### src/hdl/dshot_erpm_telemetry_codec_unit_defines.svh
// Assertion macros used by the telemetry codec top level.
// Each macro expects clk and arst_n in scope; no other dependencies.
`ifndef DSHOT_ERPM_TELEMETRY_CODEC_UNIT_DEFINES_SVH
`define DSHOT_ERPM_TELEMETRY_CODEC_UNIT_DEFINES_SVH

// Same-cycle implication, disabled during reset.
`define DETC_ASSERT_NOW(lbl, ante, cons, msg) \
	lbl: assert property (@(posedge clk) disable iff (!arst_n) (ante) |-> (cons)) \
		else $error(msg);

// Next-cycle implication, disabled during reset.
`define DETC_ASSERT_NEXT(lbl, ante, cons, msg) \
	lbl: assert property (@(posedge clk) disable iff (!arst_n) (ante) |=> (cons)) \
		else $error(msg);

`endif

### src/hdl/detc_pkg.sv
// Shared constants and functions of the telemetry codec: GCR tables, CRC4
// and period unpacking. No dependencies.
`timescale 1ns / 1ps

package detc_pkg;

	localparam int FrameW  = 20;
	localparam int RxW     = 21;
	localparam int PacketW = 16;
	localparam int PeriodW = 32;
	localparam int PerOutW = 16;

	localparam logic [31:0] GcrValidMask = 32'h6EEC_EE00;
	localparam logic [8:0]  MantMax      = 9'd511;
	localparam logic [2:0]  ExpoMax      = 3'd7;

	// Nibble to 5-bit GCR code.
	function automatic logic [4:0] gcr_of_nibble(input logic [3:0] nib);
		logic [4:0] code;
		case (nib)
			4'h0: code = 5'h19;
			4'h1: code = 5'h1B;
			4'h2: code = 5'h12;
			4'h3: code = 5'h13;
			4'h4: code = 5'h1D;
			4'h5: code = 5'h15;
			4'h6: code = 5'h16;
			4'h7: code = 5'h17;
			4'h8: code = 5'h1A;
			4'h9: code = 5'h09;
			4'hA: code = 5'h0A;
			4'hB: code = 5'h0B;
			4'hC: code = 5'h1E;
			4'hD: code = 5'h0D;
			4'hE: code = 5'h0E;
			default: code = 5'h0F;
		endcase
		return code;
	endfunction

	// GCR code to nibble; codes outside the valid set return zero.
	function automatic logic [3:0] nibble_of_gcr(input logic [4:0] code);
		logic [3:0] nib;
		case (code)
			5'h09: nib = 4'h9;
			5'h0A: nib = 4'hA;
			5'h0B: nib = 4'hB;
			5'h0D: nib = 4'hD;
			5'h0E: nib = 4'hE;
			5'h0F: nib = 4'hF;
			5'h12: nib = 4'h2;
			5'h13: nib = 4'h3;
			5'h15: nib = 4'h5;
			5'h16: nib = 4'h6;
			5'h17: nib = 4'h7;
			5'h1A: nib = 4'h8;
			5'h1B: nib = 4'h1;
			5'h1D: nib = 4'h4;
			5'h1E: nib = 4'hC;
			default: nib = 4'h0;
		endcase
		return nib;
	endfunction

	// Inverted XOR of the three upper nibbles.
	function automatic logic [3:0] crc4(input logic [11:0] v);
		return ~(v[3:0] ^ v[7:4] ^ v[11:8]);
	endfunction

	function automatic logic [PerOutW-1:0] period_of(input logic [PacketW-1:0] pkt);
		logic [PerOutW-1:0] mant;
		mant = {7'd0, pkt[12:4]};
		return mant << pkt[15:13];
	endfunction

	typedef struct packed {
		logic [FrameW-1:0]  tx_frame;
		logic [PacketW-1:0] packet;
		logic [PerOutW-1:0] period_out;
		logic               crc_ok;
	} result_t;

endpackage

### src/hdl/detc_decoder.sv
// Receive path: undoes the line prefix XOR and maps GCR groups to nibbles.
// Depends on detc_pkg.
`timescale 1ns / 1ps

module detc_decoder (
	input  logic [detc_pkg::RxW-1:0]     rx_frame,
	output logic [detc_pkg::PacketW-1:0] packet
);
	import detc_pkg::*;

	logic [FrameW-1:0]  gcr;
	logic [PacketW-1:0] nibbles;
	logic [3:0]         group_ok;

	assign gcr = rx_frame[FrameW-1:0] ^ rx_frame[FrameW:1];

	always_comb begin
		for (int i = 0; i < 4; i++) begin
			nibbles[4*i +: 4] = nibble_of_gcr(gcr[5*i +: 5]);
			group_ok[i]       = GcrValidMask[gcr[5*i +: 5]];
		end
	end

	// A single bad group discards the whole packet.
	assign packet = (&group_ok) ? nibbles : '0;

endmodule

### src/hdl/detc_encoder.sv
// Transmit path: packs a period into exponent, mantissa and CRC4, then
// GCR-encodes and prefix-XORs into the line frame. Depends on detc_pkg.
`timescale 1ns / 1ps

module detc_encoder (
	input  logic [detc_pkg::PeriodW-1:0] period_us,
	output logic [detc_pkg::PacketW-1:0] packet,
	output logic [detc_pkg::FrameW-1:0]  tx_frame
);
	import detc_pkg::*;

	logic [2:0]        expo;
	logic [8:0]        shifted;
	logic [FrameW-1:0] gcr;

	// Exponent is the bit length of period[15:9].
	always_comb begin
		expo = '0;
		for (int b = 0; b < 7; b++) begin
			if (period_us[9+b]) expo = 3'(b + 1);
		end
	end

	assign shifted = 9'(period_us[15:0] >> expo);

	always_comb begin
		if (|period_us[PeriodW-1:16]) begin
			packet[15:13] = ExpoMax;
			packet[12:4]  = MantMax;
		end else begin
			packet[15:13] = expo;
			packet[12:4]  = shifted;
		end
		packet[3:0] = crc4(packet[15:4]);
	end

	always_comb begin
		for (int i = 0; i < 4; i++) begin
			gcr[5*i +: 5] = gcr_of_nibble(packet[4*i +: 4]);
		end
	end

	// Each line bit is the XOR of its GCR bit and every bit above it.
	always_comb begin
		for (int i = 0; i < FrameW; i++) begin
			tx_frame[i] = ^(gcr >> i);
		end
	end

endmodule

### src/hdl/dshot_erpm_telemetry_codec_unit.sv
// Top level of the telemetry codec: input register, decode and encode
// paths, result register. Depends on detc_pkg, detc_decoder, detc_encoder.
//
// Usage:
//   The input channel (in_valid/in_ready) carries func, rx_frame and
//   period_us. func low decodes rx_frame into packet, period_out and
//   crc_ok, echoing rx_frame[19:0] on tx_frame. func high encodes
//   period_us into a packet and a 20-bit tx_frame.
//   The output channel (out_valid/out_ready) carries one result per item.
//   Path: an accepted item is held in the input register, then in the
//   result register, which drives the output channel.
//   Throughput: one item per cycle while out_ready stays high, set by the
//   single-pass logic between the input register and the result register.
//   Stall: when out_ready is low the result register holds; the input
//   register still takes one more item, and in_ready drops only while
//   both registers are full and the receiver stalls.
//   Reset: arst_n clears both valid flags; no item is in flight after it.
`timescale 1ns / 1ps

`include "dshot_erpm_telemetry_codec_unit_defines.svh"

module dshot_erpm_telemetry_codec_unit (
	input  logic                          clk,
	input  logic                          arst_n,
	input  logic                          in_valid,
	output logic                          in_ready,
	input  logic                          func,
	input  logic [detc_pkg::RxW-1:0]      rx_frame,
	input  logic [detc_pkg::PeriodW-1:0]  period_us,
	output logic                          out_valid,
	input  logic                          out_ready,
	output logic [detc_pkg::FrameW-1:0]   tx_frame,
	output logic [detc_pkg::PacketW-1:0]  packet,
	output logic [detc_pkg::PerOutW-1:0]  period_out,
	output logic                          crc_ok
);
	import detc_pkg::*;

	logic               valid_s1;
	logic               func_s1;
	logic [RxW-1:0]     rx_frame_s1;
	logic [PeriodW-1:0] period_us_s1;
	logic               valid_s2;
	result_t            result_s2;

	logic               adv1;
	logic               adv2;
	logic [PacketW-1:0] dec_packet;
	logic [PacketW-1:0] enc_packet;
	logic [FrameW-1:0]  enc_frame;
	logic [PacketW-1:0] sel_packet;
	result_t            result_d;

	assign adv2     = !valid_s2 || out_ready;
	assign adv1     = !valid_s1 || adv2;
	assign in_ready = adv1;

	always_ff @(posedge clk or negedge arst_n) begin
		if (!arst_n) begin
			valid_s1 <= 1'b0;
		end else if (adv1) begin
			valid_s1 <= in_valid;
		end
	end

	always_ff @(posedge clk) begin
		if (adv1 && in_valid) begin
			func_s1      <= func;
			rx_frame_s1  <= rx_frame;
			period_us_s1 <= period_us;
		end
	end

	detc_decoder u_decoder (
		.rx_frame (rx_frame_s1),
		.packet   (dec_packet)
	);

	detc_encoder u_encoder (
		.period_us (period_us_s1),
		.packet    (enc_packet),
		.tx_frame  (enc_frame)
	);

	always_comb begin
		sel_packet          = func_s1 ? enc_packet : dec_packet;
		result_d.tx_frame   = func_s1 ? enc_frame : rx_frame_s1[FrameW-1:0];
		result_d.packet     = sel_packet;
		result_d.period_out = period_of(sel_packet);
		result_d.crc_ok     = (crc4(sel_packet[15:4]) == sel_packet[3:0]);
	end

	always_ff @(posedge clk or negedge arst_n) begin
		if (!arst_n) begin
			valid_s2 <= 1'b0;
		end else if (adv2) begin
			valid_s2 <= valid_s1;
		end
	end

	always_ff @(posedge clk) begin
		if (adv2 && valid_s1) begin
			result_s2 <= result_d;
		end
	end

	assign out_valid  = valid_s2;
	assign tx_frame   = result_s2.tx_frame;
	assign packet     = result_s2.packet;
	assign period_out = result_s2.period_out;
	assign crc_ok     = result_s2.crc_ok;

	`DETC_ASSERT_NEXT(a_s1_moves_to_s2, valid_s1 && adv2, out_valid,
		"staged item did not reach the result register")
	`DETC_ASSERT_NEXT(a_s1_holds_on_stall, valid_s1 && !adv2, valid_s1,
		"staged item lost during a stall")
	`DETC_ASSERT_NOW(a_ready_low_only_when_full, !in_ready,
		valid_s1 && out_valid && !out_ready, "in_ready low with room to spare")
	`DETC_ASSERT_NOW(a_zero_packet_result, out_valid && packet == 16'd0,
		period_out == 16'd0 && !crc_ok, "zero packet with nonzero period or good CRC")

endmodule

### config.mk
export PLATFORM = sky130hd
export DESIGN_NAME = dshot_erpm_telemetry_codec_unit
export DESIGN_NICKNAME = d
export VERILOG_FILES = /design/src/hdl/detc_pkg.sv /design/src/hdl/detc_decoder.sv /design/src/hdl/detc_encoder.sv /design/src/hdl/dshot_erpm_telemetry_codec_unit.sv
export VERILOG_INCLUDE_DIRS = /design/src /design/src/hdl
export SDC_FILE = /design/constraint.sdc
export NUM_CORES = 1
export LEC_CHECK = 0
export ABC_AREA = 0
export ABC_CLOCK_PERIOD_IN_PS = 6600
export BUFFER_PORTS_ARGS = -buffer_cell sky130_fd_sc_hd__buf_4
export CAP_MARGIN = 5
export CORE_UTILIZATION = 51
export CTS_CLUSTER_DIAMETER = 200
export DETAILED_ROUTE_END_ITERATION = 7
export PLACE_DENSITY = 0.8
export SYNTH_ARGS = -nofsm -noshare
export SYNTH_HDL_FRONTEND = slang
export SYNTH_SLANG_ARGS = --single-unit
export TNS_END_PERCENT = 50
### constraint.sdc
create_clock -name clk -period 6.6 [get_ports clk]
set_clock_uncertainty 0.05 [all_clocks]
set_input_delay 0 -clock clk [delete_from_list [all_inputs] [get_ports clk]]
set_output_delay 0 -clock clk [all_outputs]
set_load 0.1 [all_outputs]
==> out/metrics.csv <==
stage,metric,value,unit
sta,Final min period,4348,ps
yosys,"Seq/Total Area, Yosys",0.4809,
yosys,cell count after synthesis,643,
setup_path,Crit Path Category,reg -> reg,
yosys,syn_nets,713,
sta,Final Hold Vio Count,0,
setup_path,Worst R2R Start,rx_frame_s1[7],
setup_path,"Largest delay share family, worst path",compound AO/OA/AOI/OAI gates,
pwr,P_int,1.290,mW
yosys,dominant synthesized flop cell,edfxtp_1,
placed_design,gp weighted congestion,0.9596,
finish,filler-free cell count of the finished design,965,
floorplan,die area,13770,um2
setup_path,crit-path cells,xor2_1 -> inv_1 -> ha_1 -> o211ai_1 -> o31ai_1 -> a31oi_1 -> nand4_1 -> nor4b_2 -> buf_4 -> a32o_1 -> mux2_2 -> mux2_2 -> mux2_2,
global_routing,gr usage total,0.2528,
finish,"commonest non-fill, non-tap cell in the layout",buf_4,
yosys,Post-synth EDFFs,107,
yosys,#FFs+latches synth,109,
placed_design,dpl cells,890,
global_routing,first-pass GRT wire length,27320,um
setup_path,Reg2Reg Setup Slack,2250,ps
setup_path,startpoint class of the critical path,flip-flop,
hold_path,hold wc startpoint,period_us[30],
drt,Antenna Nets Post-Route,0,
clock_tree,post-CTS setup buffer count,0,
yosys,"FFs w/ async S/R, synth",0.01835,
finish,most frequent cells in the layout,"buf_4 (118), edfxtp_1 (107), dlygate4sd3_1 (59), nor2_1 (46), nand2_1 (38)",
sta,Worst slew margin,0.4905,
placed_design,Port Buffers,112,
clock_tree,clk sinks,109,
drt,vias,5612,
pwr,VDD IR max,0.0001384,V
status,status,"complete, no violations",
sta,unrepaired setup endpoints after global routing,false,
hold_path,WHS Endpoint,period_us_s1[30],
hold_path,Hold Crit Class,in -> reg,
sta,"Slew Viols, Final",0,
clock_tree,clk slew on worst S/H paths,70,ps
setup_path,Crit. End Element,flip-flop,
clock_tree,Root Driver,clkbuf_16,
sta,TNS Setup,0,ps
pwr,Comb pwr share,0.282,
global_routing,gr ovfl total,0,
floorplan,FP Rows,41,
pwr,Net Sw Frac,0.3370,
drt,DRT Wirelength,16910,um
clock_tree,H-tree depth,3,
hold_path,hold path depth,2,
floorplan,Core ar.,12770,um2
pwr,Flop pwr share,0.447,
yosys,Avg Inst Size Synth,10.55,um2
setup_path,cell count of the worst reg-to-reg path,13,
placed_design,Detailed Place HPWL,11880,um
pwr,switching pwr,655.6,uW
finish,layout cell share with drive strength beyond 1,0.2081,
yosys,Synth top area share,0.4735,
clock_tree,CTS buffer count,9,
global_routing,vias in the first global route,5312,
sta,final setup fails,0,
floorplan,Boundary Pins,113,
clock_tree,TritonCTS clock tree,yes,
finish,diode count,0,
sta,fmax,0.2300,GHz
setup_path,cell repeated most along the worst path,mux2_2,
drt,Avg WL per Cell,17.53,um
global_routing,largest net degree at the start of global routing,55,
clock_tree,post-cts resize count,0,
setup_path,worst reg2reg path endpoint,period_out[6],
clock_tree,"Clk Latency, worst-skew pair",360,ps
setup_path,Max Fanout on Critical Path,16,
sta,crit share post-route,0.6588,
drt,Iteration-0 DRC Markers,490,
setup_path,crit path DAT,4400,ps
clock_tree,CTS Buffer Depth,2,
setup_path,CP Buf/Inv Count,2,
yosys,post-synthesis cell type count,75,
drt,Vias/cell,5.816,
drt,Pre-antenna DRT Iters,5,
pwr,P per Cell Area,226.9,nW/um2
setup_path,slowest cell delay on critical path,640,ps
floorplan,Die Wd,117.3,um
yosys,"Cell Area, Synth",6785,um2
global_routing,initial antenna violation count,0,
setup_path,"Slowest-stage cell, CP",a32o_1,
finish,Nets,858,
sta,Worst Tran Pin Value,757.9,ps
yosys,Synth warnings,0,
floorplan,Die H,117.3,um
finish,Syn-to-layout area delta,26.37,%
floorplan,initial core utilization,0.5312,
setup_path,WP data required,6660,ps
pwr,LEAKAGE,3.350,nW
sta,hold_ws,301.4,ps
pwr,Clock power frac,0.271,
yosys,"area leader, netlist",edfxtp_1,
finish,fillcell total,970,
yosys,"top cells by area, synth","edfxtp_1 (47%), xnor2_1 (3.6%), mux2i_1 (3.2%)",
drt,Post-route DRC,0,
flow_run,max-cap viol count,0,
[power groups by stage]
| stage | sequential (mW) | combinational (mW) | clock [mW] |
|---|---|---|---|
| finish | 0.870 | 0.548 | 0.528 |
| global route | 0.876 | 0.578 | 0.563 |
| CTS | 0.869 | 0.544 | 0.533 |
| detailed placement | 0.884 | 0.514 | 0 |
| global placement | 0.881 | 0.508 | 0 |
| floorplan | 1.06 | 0.215 | 0 |
[cells by family (layout without fill, tap and decap cells)]
logic type,Yosys count,after routing,synth area share
AOI/OAI and AO/OA,171,171,0.1702
xor gates and xnor gates,47,47,0.06878
adders and majority gates,12,12,0.02213
buffers and inverters,70,220,0.04389
DFF,109,109,0.4809
muxes,37,37,0.05735
and+or+nand+nor,197,197,0.1567
[metrics by stage]
| step | power, mW | setup WS (ps) | util | area, um2 |
|---|---|---|---|---|
| 4_1_cts | 1.946 | 2293 | 0.6713 | 8574 |
| 6_report | 1.945 | 2252 | 0.6713 | 8574 |
| 2_1_floorplan | 1.274 | 2913 | - | 6785 |
| 3_3_place_gp | 1.389 | 2423 | 0.6022 | 7692 |
| 5_1_grt | 2.017 | 1987 | 0.6713 | 8574 |
| 3_5_place_dp | 1.398 | 2294 | 0.6022 | 7692 |
[flip-flops by register name (all words and copies together), names as in the netlist]
register and flops:
period_us_s1 32, rx_frame_s1 21, tx_frame 20, packet 16
period_out 16, crc_ok 1, func_s1 1, out_valid 1
valid_s1 1
[per-layer routing]
layer	routed length, um	track usage
met3	1075	0.05302
met4	250	0.07873
met2	8405	0.4223
met1	7181	0.3281
met5	0	0
[final cells by class]
| type | count | area [um2] | area share |
|---|---|---|---|
| multi-input combinational | 464 | 3227 | 0.3763 |
| inverter | 27 | 101.3 | 0.01182 |
| clock inverter | 7 | 66.31 | 0.007734 |
| timing repair buffer | 177 | 1476 | 0.1722 |
| sequential | 109 | 3263 | 0.3806 |
| tap | 172 | 215.2 | 0.02510 |
| clock buffer | 9 | 225.2 | 0.02627 |
[worst max path at each step]
stage	endpoint	startpoint	slack [ps]	cells after the start
2_1_floorplan	period_out[6]	rx_frame_s1[5]	2910	13
5_1_grt	period_out[6]	rx_frame_s1[12]	1990	13
4_1_cts	tx_frame[2]	period_us_s1[14]	2290	10
3_5_place_dp	tx_frame[2]	period_us_s1[14]	2290	10
3_3_place_gp	period_out[6]	rx_frame_s1[7]	2420	13
6_report	period_out[6]	rx_frame_s1[7]	2250	13
[synthesized netlist by cell type, types with 9 or more instances]
cell type,instances
a211oi_1,10
a21oi_1,35
a31oi_1,13
clkbuf_1,29
edfxtp_1,107
ha_1,12
inv_1,27
mux2_2,15
mux2i_1,22
nand2_1,38
nand2b_1,27
nand3_1,11
nand4_1,9
nor2_1,46
nor2b_1,16
o211ai_1,10
o21ai_0,37
o22ai_1,9
xnor2_1,28
xor2_1,15
[what timing repair did]
item	4_1_cts	5_1_grt
endpoints found under the hold margin	58	0
setup endpoints to repair	0	0
hold buffers	59	0
No activity file was read; power rests on OpenSTA's default activity.
